[src/rtl/rrpg_pkg.sv]
// Shared constants and codes for the rainbow ring pixel generator.
// No dependencies; imported by the top level.
package rrpg_pkg;

	// action codes of an input item
	localparam logic [1:0] ACT_RESTART = 2'd0;
	localparam logic [1:0] ACT_ADVANCE = 2'd1;
	localparam logic [1:0] ACT_PIXEL   = 2'd2;

	// face grid and hue offsets in Q0.16 turns
	localparam int unsigned GRID_SIZE     = 8;
	localparam int unsigned RING_HUE_STEP = 5243;
	localparam int unsigned FACE_HUE_STEP = 2621;

	// speed register: reset value and advance offset (0.1 turn/s scaled)
	localparam logic [7:0] SPEED_RESET  = 8'd128;
	localparam logic [9:0] SPEED_OFFSET = 10'd51;

	// configuration port
	localparam int unsigned PADDR_W   = 3;
	localparam logic        REG_SPEED = 1'b0;

endpackage

[src/rtl/rainbow_ring_pixel_generator.sv]
// Rainbow ring pixel generator: hue phase accumulator and hue-wheel coloring.
// Depends on rrpg_pkg for action codes, grid size and hue constants.
//
// The block takes one item per clock and keeps that rate with no stall of its
// own: an item flows through an input register, a multiply stage for the phase
// step, a hue stage where the phase is read and updated, and a color stage
// into the output register. Restart and advance items give no result; a later
// pixel item always sees the phase that the earlier items left, since the phase
// is read and written in the same stage in item order. Only a stalled output
// with the internal stages full holds back new items. The speed register at
// byte address 0 may be written only while no item is in flight.
module rainbow_ring_pixel_generator (
	input  logic                         clk,
	input  logic                         arst_n,
	// item input channel
	input  logic                         in_valid,
	output logic                         in_stall,
	input  logic [1:0]                   action,
	input  logic [15:0]                  time_step,
	input  logic [2:0]                   face_index,
	input  logic [2:0]                   column,
	input  logic [2:0]                   row,
	// result output channel
	output logic                         out_valid,
	input  logic                         out_stall,
	output logic [7:0]                   red,
	output logic [7:0]                   green,
	output logic [7:0]                   blue,
	// configuration port
	input  logic                         psel,
	input  logic                         penable,
	input  logic                         pwrite,
	input  logic [rrpg_pkg::PADDR_W-1:0] paddr,
	input  logic [31:0]                  pwdata,
	output logic [31:0]                  prdata,
	output logic                         pready
);
	import rrpg_pkg::*;

	localparam logic [2:0] LAST = 3'(GRID_SIZE - 1);

	// configuration and phase state
	logic [7:0]  speed_q;
	logic [15:0] phase_q;

	// stage 1: input register
	logic        valid_s1;
	logic [1:0]  action_s1;
	logic [15:0] time_step_s1;
	logic [2:0]  face_s1;
	logic [2:0]  column_s1;
	logic [2:0]  row_s1;

	// stage 2: product and ring
	logic        valid_s2;
	logic [1:0]  action_s2;
	logic [25:0] prod_s2;
	logic [2:0]  face_s2;
	logic [2:0]  ring_s2;

	// stage 3: hue of a pixel
	logic        valid_s3;
	logic [15:0] hue_s3;

	// output register
	logic        out_valid_q;
	logic [7:0]  red_q;
	logic [7:0]  green_q;
	logic [7:0]  blue_q;

	// flow control, back to front
	logic out_free, s3_free, s2_fire, s2_free, s1_fire, s1_free, in_fire;
	logic s2_is_pixel;

	assign s2_is_pixel = (action_s2 == ACT_PIXEL);
	assign out_free    = !out_valid_q || !out_stall;
	assign s3_free     = !valid_s3 || out_free;
	assign s2_fire     = valid_s2 && (!s2_is_pixel || s3_free);
	assign s2_free     = !valid_s2 || s2_fire;
	assign s1_fire     = valid_s1 && s2_free;
	assign s1_free     = !valid_s1 || s1_fire;
	assign in_fire     = in_valid && s1_free;
	assign in_stall    = !s1_free;

	// configuration port
	logic cfg_write;
	assign cfg_write = psel && penable && pwrite && pready;
	assign pready    = 1'b1;
	assign prdata    = (paddr[2] == REG_SPEED) ? {24'd0, speed_q} : 32'd0;

	always_ff @(posedge clk or negedge arst_n) begin
		if (!arst_n) begin
			speed_q <= SPEED_RESET;
		end else if (cfg_write && paddr[2] == REG_SPEED) begin
			speed_q <= pwdata[7:0];
		end
	end

	// stage 1 register
	always_ff @(posedge clk or negedge arst_n) begin
		if (!arst_n) begin
			valid_s1 <= 1'b0;
		end else if (s1_free) begin
			valid_s1 <= in_valid;
		end
	end

	always_ff @(posedge clk) begin
		if (in_fire) begin
			action_s1    <= action;
			time_step_s1 <= time_step;
			face_s1      <= face_index;
			column_s1    <= column;
			row_s1       <= row;
		end
	end

	// stage 1 logic: step product and ring distance
	logic [9:0]  mult_s1;
	logic [25:0] prod_s1;
	logic [2:0]  col_c, row_c, ring_x, ring_y, ring_s1;

	assign mult_s1 = {1'b0, speed_q, 1'b0} + SPEED_OFFSET;
	assign prod_s1 = time_step_s1 * mult_s1;

	always_comb begin
		col_c   = (column_s1 > LAST) ? LAST : column_s1;
		row_c   = (row_s1 > LAST) ? LAST : row_s1;
		ring_x  = (col_c < LAST - col_c) ? col_c : LAST - col_c;
		ring_y  = (row_c < LAST - row_c) ? row_c : LAST - row_c;
		ring_s1 = (ring_x < ring_y) ? ring_x : ring_y;
	end

	always_ff @(posedge clk or negedge arst_n) begin
		if (!arst_n) begin
			valid_s2 <= 1'b0;
		end else if (s2_free) begin
			valid_s2 <= valid_s1;
		end
	end

	always_ff @(posedge clk) begin
		if (s1_fire) begin
			action_s2 <= action_s1;
			prod_s2   <= prod_s1;
			face_s2   <= face_s1;
			ring_s2   <= ring_s1;
		end
	end

	// stage 2 logic: step = floor(prod/1020) = floor((prod>>2)/255),
	// with x/255 = ((x+1)*65793) >> 24 exact below 2^24
	logic [24:0] quot_in;
	logic [40:0] quot_sum;
	logic [15:0] inc_s2;
	logic [15:0] hue_s2;

	assign quot_in  = {1'b0, prod_s2[25:2]} + 25'd1;
	assign quot_sum = {quot_in, 16'd0} + {8'd0, quot_in, 8'd0} + {16'd0, quot_in};
	assign inc_s2   = quot_sum[39:24];
	assign hue_s2   = phase_q + 16'(ring_s2 * RING_HUE_STEP)
	                          + 16'(face_s2 * FACE_HUE_STEP);

	// phase update in item order
	always_ff @(posedge clk or negedge arst_n) begin
		if (!arst_n) begin
			phase_q <= 16'd0;
		end else if (s2_fire) begin
			case (action_s2)
				ACT_RESTART: phase_q <= 16'd0;
				ACT_ADVANCE: phase_q <= phase_q + inc_s2;
				default:     phase_q <= phase_q;
			endcase
		end
	end

	always_ff @(posedge clk or negedge arst_n) begin
		if (!arst_n) begin
			valid_s3 <= 1'b0;
		end else if (s3_free) begin
			valid_s3 <= s2_fire && s2_is_pixel;
		end
	end

	always_ff @(posedge clk) begin
		if (s3_free && s2_fire && s2_is_pixel) begin
			hue_s3 <= hue_s2;
		end
	end

	// stage 3 logic: six-segment hue wheel
	logic [18:0] h6;
	logic [2:0]  seg;
	logic [16:0] ramp;
	logic [24:0] ramp_255;
	logic [7:0]  level;
	logic [7:0]  red_d, green_d, blue_d;

	assign h6       = {1'b0, hue_s3, 2'b0} + {2'b0, hue_s3, 1'b0};
	assign seg      = h6[18:16];
	assign ramp     = seg[0] ? (17'h10000 - {1'b0, h6[15:0]}) : {1'b0, h6[15:0]};
	assign ramp_255 = {ramp, 8'd0} - {8'd0, ramp};
	assign level    = ramp_255[23:16];

	always_comb begin
		case (seg)
			3'd0:    begin red_d = 8'd255; green_d = level;  blue_d = 8'd0;   end
			3'd1:    begin red_d = level;  green_d = 8'd255; blue_d = 8'd0;   end
			3'd2:    begin red_d = 8'd0;   green_d = 8'd255; blue_d = level;  end
			3'd3:    begin red_d = 8'd0;   green_d = level;  blue_d = 8'd255; end
			3'd4:    begin red_d = level;  green_d = 8'd0;   blue_d = 8'd255; end
			default: begin red_d = 8'd255; green_d = 8'd0;   blue_d = level;  end
		endcase
	end

	// output register
	always_ff @(posedge clk or negedge arst_n) begin
		if (!arst_n) begin
			out_valid_q <= 1'b0;
		end else if (out_free) begin
			out_valid_q <= valid_s3;
		end
	end

	always_ff @(posedge clk) begin
		if (out_free && valid_s3) begin
			red_q   <= red_d;
			green_q <= green_d;
			blue_q  <= blue_d;
		end
	end

	assign out_valid = out_valid_q;
	assign red       = red_q;
	assign green     = green_q;
	assign blue      = blue_q;

	// a restart leaves the phase at zero
	a_restart_clears: assert property (@(posedge clk) disable iff (!arst_n)
		s2_fire && action_s2 == ACT_RESTART |=> phase_q == 16'd0)
		else $error("phase not cleared after restart");

	// a pixel waiting in stage 3 keeps its hue
	a_s3_hold: assert property (@(posedge clk) disable iff (!arst_n)
		valid_s3 && !out_free |=> valid_s3 && $stable(hue_s3))
		else $error("stage 3 pixel lost while output stalled");

	// input is stalled only when stages 1 and 2 both hold an item
	a_stall_cause: assert property (@(posedge clk) disable iff (!arst_n)
		in_stall |-> valid_s1 && valid_s2)
		else $error("input stalled with free pipeline");

endmodule

[config.mk]
export PLATFORM = sky130hd
export DESIGN_NAME = rainbow_ring_pixel_generator
export DESIGN_NICKNAME = d
export VERILOG_FILES = /design/src/rtl/rrpg_pkg.sv /design/src/rtl/rainbow_ring_pixel_generator.sv
export SDC_FILE = /design/constraint.sdc
export NUM_CORES = 1
export LEC_CHECK = 0
export BUFFER_PORTS_ARGS = -buffer_cell sky130_fd_sc_hd__buf_4
export CAP_MARGIN = 40
export CORE_MARGIN = 2
export CORE_UTILIZATION = 45
export DETAILED_ROUTE_END_ITERATION = 8
export GPL_ROUTABILITY_DRIVEN = 1
export GPL_TIMING_DRIVEN = 1
export PLACE_DENSITY_LB_ADDON = 0.08
export SETUP_SLACK_MARGIN = 0.15
export SLEW_MARGIN = 20
export SYNTH_ARGS = -nofsm -noshare
export SYNTH_HDL_FRONTEND = slang
export SYNTH_SLANG_ARGS = --single-unit
[constraint.sdc]
create_clock -name clk -period 11.55 [get_ports clk]
set_clock_uncertainty 0.15 [all_clocks]
set_input_delay 1.155 -clock clk [delete_from_list [all_inputs] [get_ports clk]]
set_output_delay 1.155 -clock clk [all_outputs]
set_load 0.01 [all_outputs]
==> summary.md <==
| Metric | Value |
|---|---|
| Status | finished, final reports clean |
| DR iter-0 viols | 463 |
| Grt peak-use layer | met2 |
| Hold Crit Class | flip-flop to flip-flop |
| RSZ-0062 raised after global routing | no |
| Reg2Reg Setup Slack | 3860 ps |
| Seq/Total Area, Yosys | 24.24% |
| Min Tclk post-route | 7690 ps |
| CP max FO | 5 |
| Reg area | 0.003645 mm² |
| Post-CTS Resized | 0 |
| Max Slew Vio Count | 0 |
| Post-Syn Instances | 1521 |
| WS Path Type | flip-flop to flip-flop |
| Post-synthesis cell type count | 84 |
| TritonCTS Buffers | 17 |
| Synth warn | 0 |
| Sink Count | 126 |
| Post-CTS Repair Setup Buffers | 0 |
| Number of flops mapped to enable cells by yosys | 98 |
| Starting Density | 45.99% |
| Max-cap violations | 0 |
| Root Buffer | clkbuf_16 |
| Worst slew margin | 45.82% |
| Hold Vio Cnt, Final | 0 |
| Initial antenna violation count | 0 |
| H-tree depth | 4 |
| Most frequent cell after synthesis | inv_1 |
| Post-layout nets | 2008 |
| Max Root-Sink Buffers | 2 |
| Top-Level Pins | 128 |
| Largest net degree at the start of global routing | 29 |
| Port Buf Inserts | 76 |
| Core Footprint | 0.03270 mm² |
| CTS tree | done |
| Crit start category | flip-flop |
| Die ar. | 0.03490 mm² |
| DRC | 0 |
| Area of the multi-input gates | 0.01041 mm² |
| Area Overhead vs Synth | 10.97% |
| First-pass GRT wire length | 54830 µm |
| Period utilisation layout | 66.58% |
| Crit path arrival time | 7890 ps |
| Global routing usage on met3 | 2.934% |
| Die Span Y | 186.8 µm |
| Wire per inst | 15.54 µm |
| Number of global-route vias before repair | 10900 |
| # rows | 66 |
| Vias | 10800 |
| Area share of the largest cell type after synthesis | 19.57% |
| Synth top area cells | edfxtp_1 (20%), fa_1 (20%), ha_1 (15%), inv_1 (5.5%), xnor2_1 (5.1%) |
| TNS Setup | 0 ps |
| Slew @ Worst Pin | 806.9 ps |
| Detailed-placement wirelength estimate | 25980 µm |
| Largest area contributor in the synthesized netlist | edfxtp_1 |
| Post-CTS Hold Fix Bufs | 0 |
| Crit-path max cell delay | 580 ps |
| Critical path launch point | prod_s2[2]$_DFFE_PP_ |
| Final WL | 32060 µm |
| Met2 usage in global routing | 31.13% |
| Mapped Area | 0.01504 mm² |
| Clock latency on the worst-skew pair | 440 ps |
| Most instantiated cells after synthesis | inv_1 (219), ha_1 (184), fa_1 (147) |
| M1 GR Usage | 27.81% |
| Die X-Extent | 186.8 µm |
| Layout cell share with drive strength beyond 1 | 9.932% |
| Prevailing post-synth register cell | edfxtp_1 |
| Initial DRT Pass Iterations | 4 |
| Final setup violation count | 0 |
| Routability cong. | 0.8200 |
| DRT antenna net count | 0 |
| Fillers | 3039 |
| Synth Area per Inst | 9.887 µm² |
| Clock-pin slew on the worst setup and hold paths | 60 ps |
| Antenna Cells | 0 |
| F_max | 130.0 MHz |
| Crit-path slowest cell | xnor2_1 |
| Hold Startpoint | action_s1[1]$_DFFE_PP_ |
| GRT Util Overall | 19.48% |
| Worst flop-to-flop path startpoint | prod_s2[2]$_DFFE_PP_ |
| Via density | 5.233 |
| Async set-reset flop share out of synthesis | 22.22% |
| Critical Path Sink Type | flip-flop |
| Total gr overflow | 0 |
| FF+latch count, synth | 126 |
| Crit path required time | 11750 ps |
-- final cells by class --
class / instances / area share (%)
Clock buffer: 20 / 2.617
Clock inverter: 12 / 0.8698
Inverter: 219 / 4.926
Multi-Input combinational cell: 1155 / 62.39
Sequential cell: 126 / 21.84
Tap cell: 442 / 3.314
Timing Repair Buffer: 89 / 4.041
-- worst max-delay path: cells and delay by family, from the launching register on --
family	cells	cell delay [ps]
and+or+nand+nor	13	2880
AOI/OAI and AO/OA	8	1800
adders and majority gates	4	1470
xor gates and xnor gates	2	710
DFF	1	440
muxes	1	130
-- registers in the layout, summed over array words and instances, names as in the netlist, 2 cells and up --
signal and flops:
column_s1 3, speed_q 8, blue 8, hue_s3 16, face_s2 3, green 8, action_s1 2, row_s1 3
prod_s2 24, time_step_s1 16, action_s2 2, face_s1 3, ring_s2 2, red 8, phase_q 16
-- stage by stage --
step	hold slack, ps	utilization (%)	cells	setup WS (ps)	cell area (µm²)
5_1_grt	273.4	51.03	2063	3187	16690
6_report	265.9	51.03	2063	3860	16690
2_1_floorplan	250.3	-	1546	5178	15130
3_3_place_gp	251.5	49.07	2025	3996	16050
4_1_cts	268.3	51.01	2062	3966	16680
3_5_place_dp	255.4	49.23	2030	4051	16100
-- routing by layer --
metal  vias up  wire length, µm
met5         -                0
met4         0              378
met3        26              946
met2       161            14710
met1      5353            16030
li1       5255                -
-- path summary, 6_finish.rpt --
| check | endpoint | depth (start not counted) |
|---|---|---|
| worst max-delay path | phase_q[15]$_DFFE_PN0P_ | 28 |
| worst min register to register | action_s2[1]$_DFFE_PP_ | 0 |
| min in group asynchronous | speed_q[1]$_DFFE_PN0P_ | 1 |
| worst max register to register | phase_q[15]$_DFFE_PN0P_ | 28 |
| worst min-delay path | action_s2[1]$_DFFE_PP_ | 0 |
| max in group asynchronous | speed_q[7]$_DFFE_PN1P_ | 1 |
-- cell usage in the layout (no fill, tap or decap), types with 4 or more instances in the layout --
cell and n:
inv_1 219, ha_1 184, fa_1 147, nand2_1 113
edfxtp_1 98, xnor2_1 86, nor2_1 84, buf_4 84
a21oi_1 66, and2_1 57, o21ai_0 43, xor2_1 30
a21o_1 28, nand2b_1 28, conb_1 27, dfrtp_1 27
nand3_1 24, nor2b_1 21, clkbuf_16 17, o21ai_1 15
o21bai_1 14, nor3_1 13, and3_1 13, nand4_1 12
a31oi_1 11, or2_2 9, o211ai_1 8, o21a_1 8
o31ai_1 8, a22o_1 8, mux2_2 8, a211oi_1 6
or3_1 6, nand4b_1 5, o2111ai_1 4, nor3b_1 4
-- cells by family after synthesis --
logic type	share of synthesized area (%)
adder cells (fa/ha/maj)	34.88
buffers and inverters	7.297
multiplexers	0.7988
AO/OA/AOI/OAI	11.88
AND/OR/NAND/NOR	13.68
XOR/XNOR	7.180
flip-flops	24.24
other	0.04994
Power is left out: the tool's default activity adds up to more than one toggle a clock period on the data nets, which glitch-free logic cannot reach.
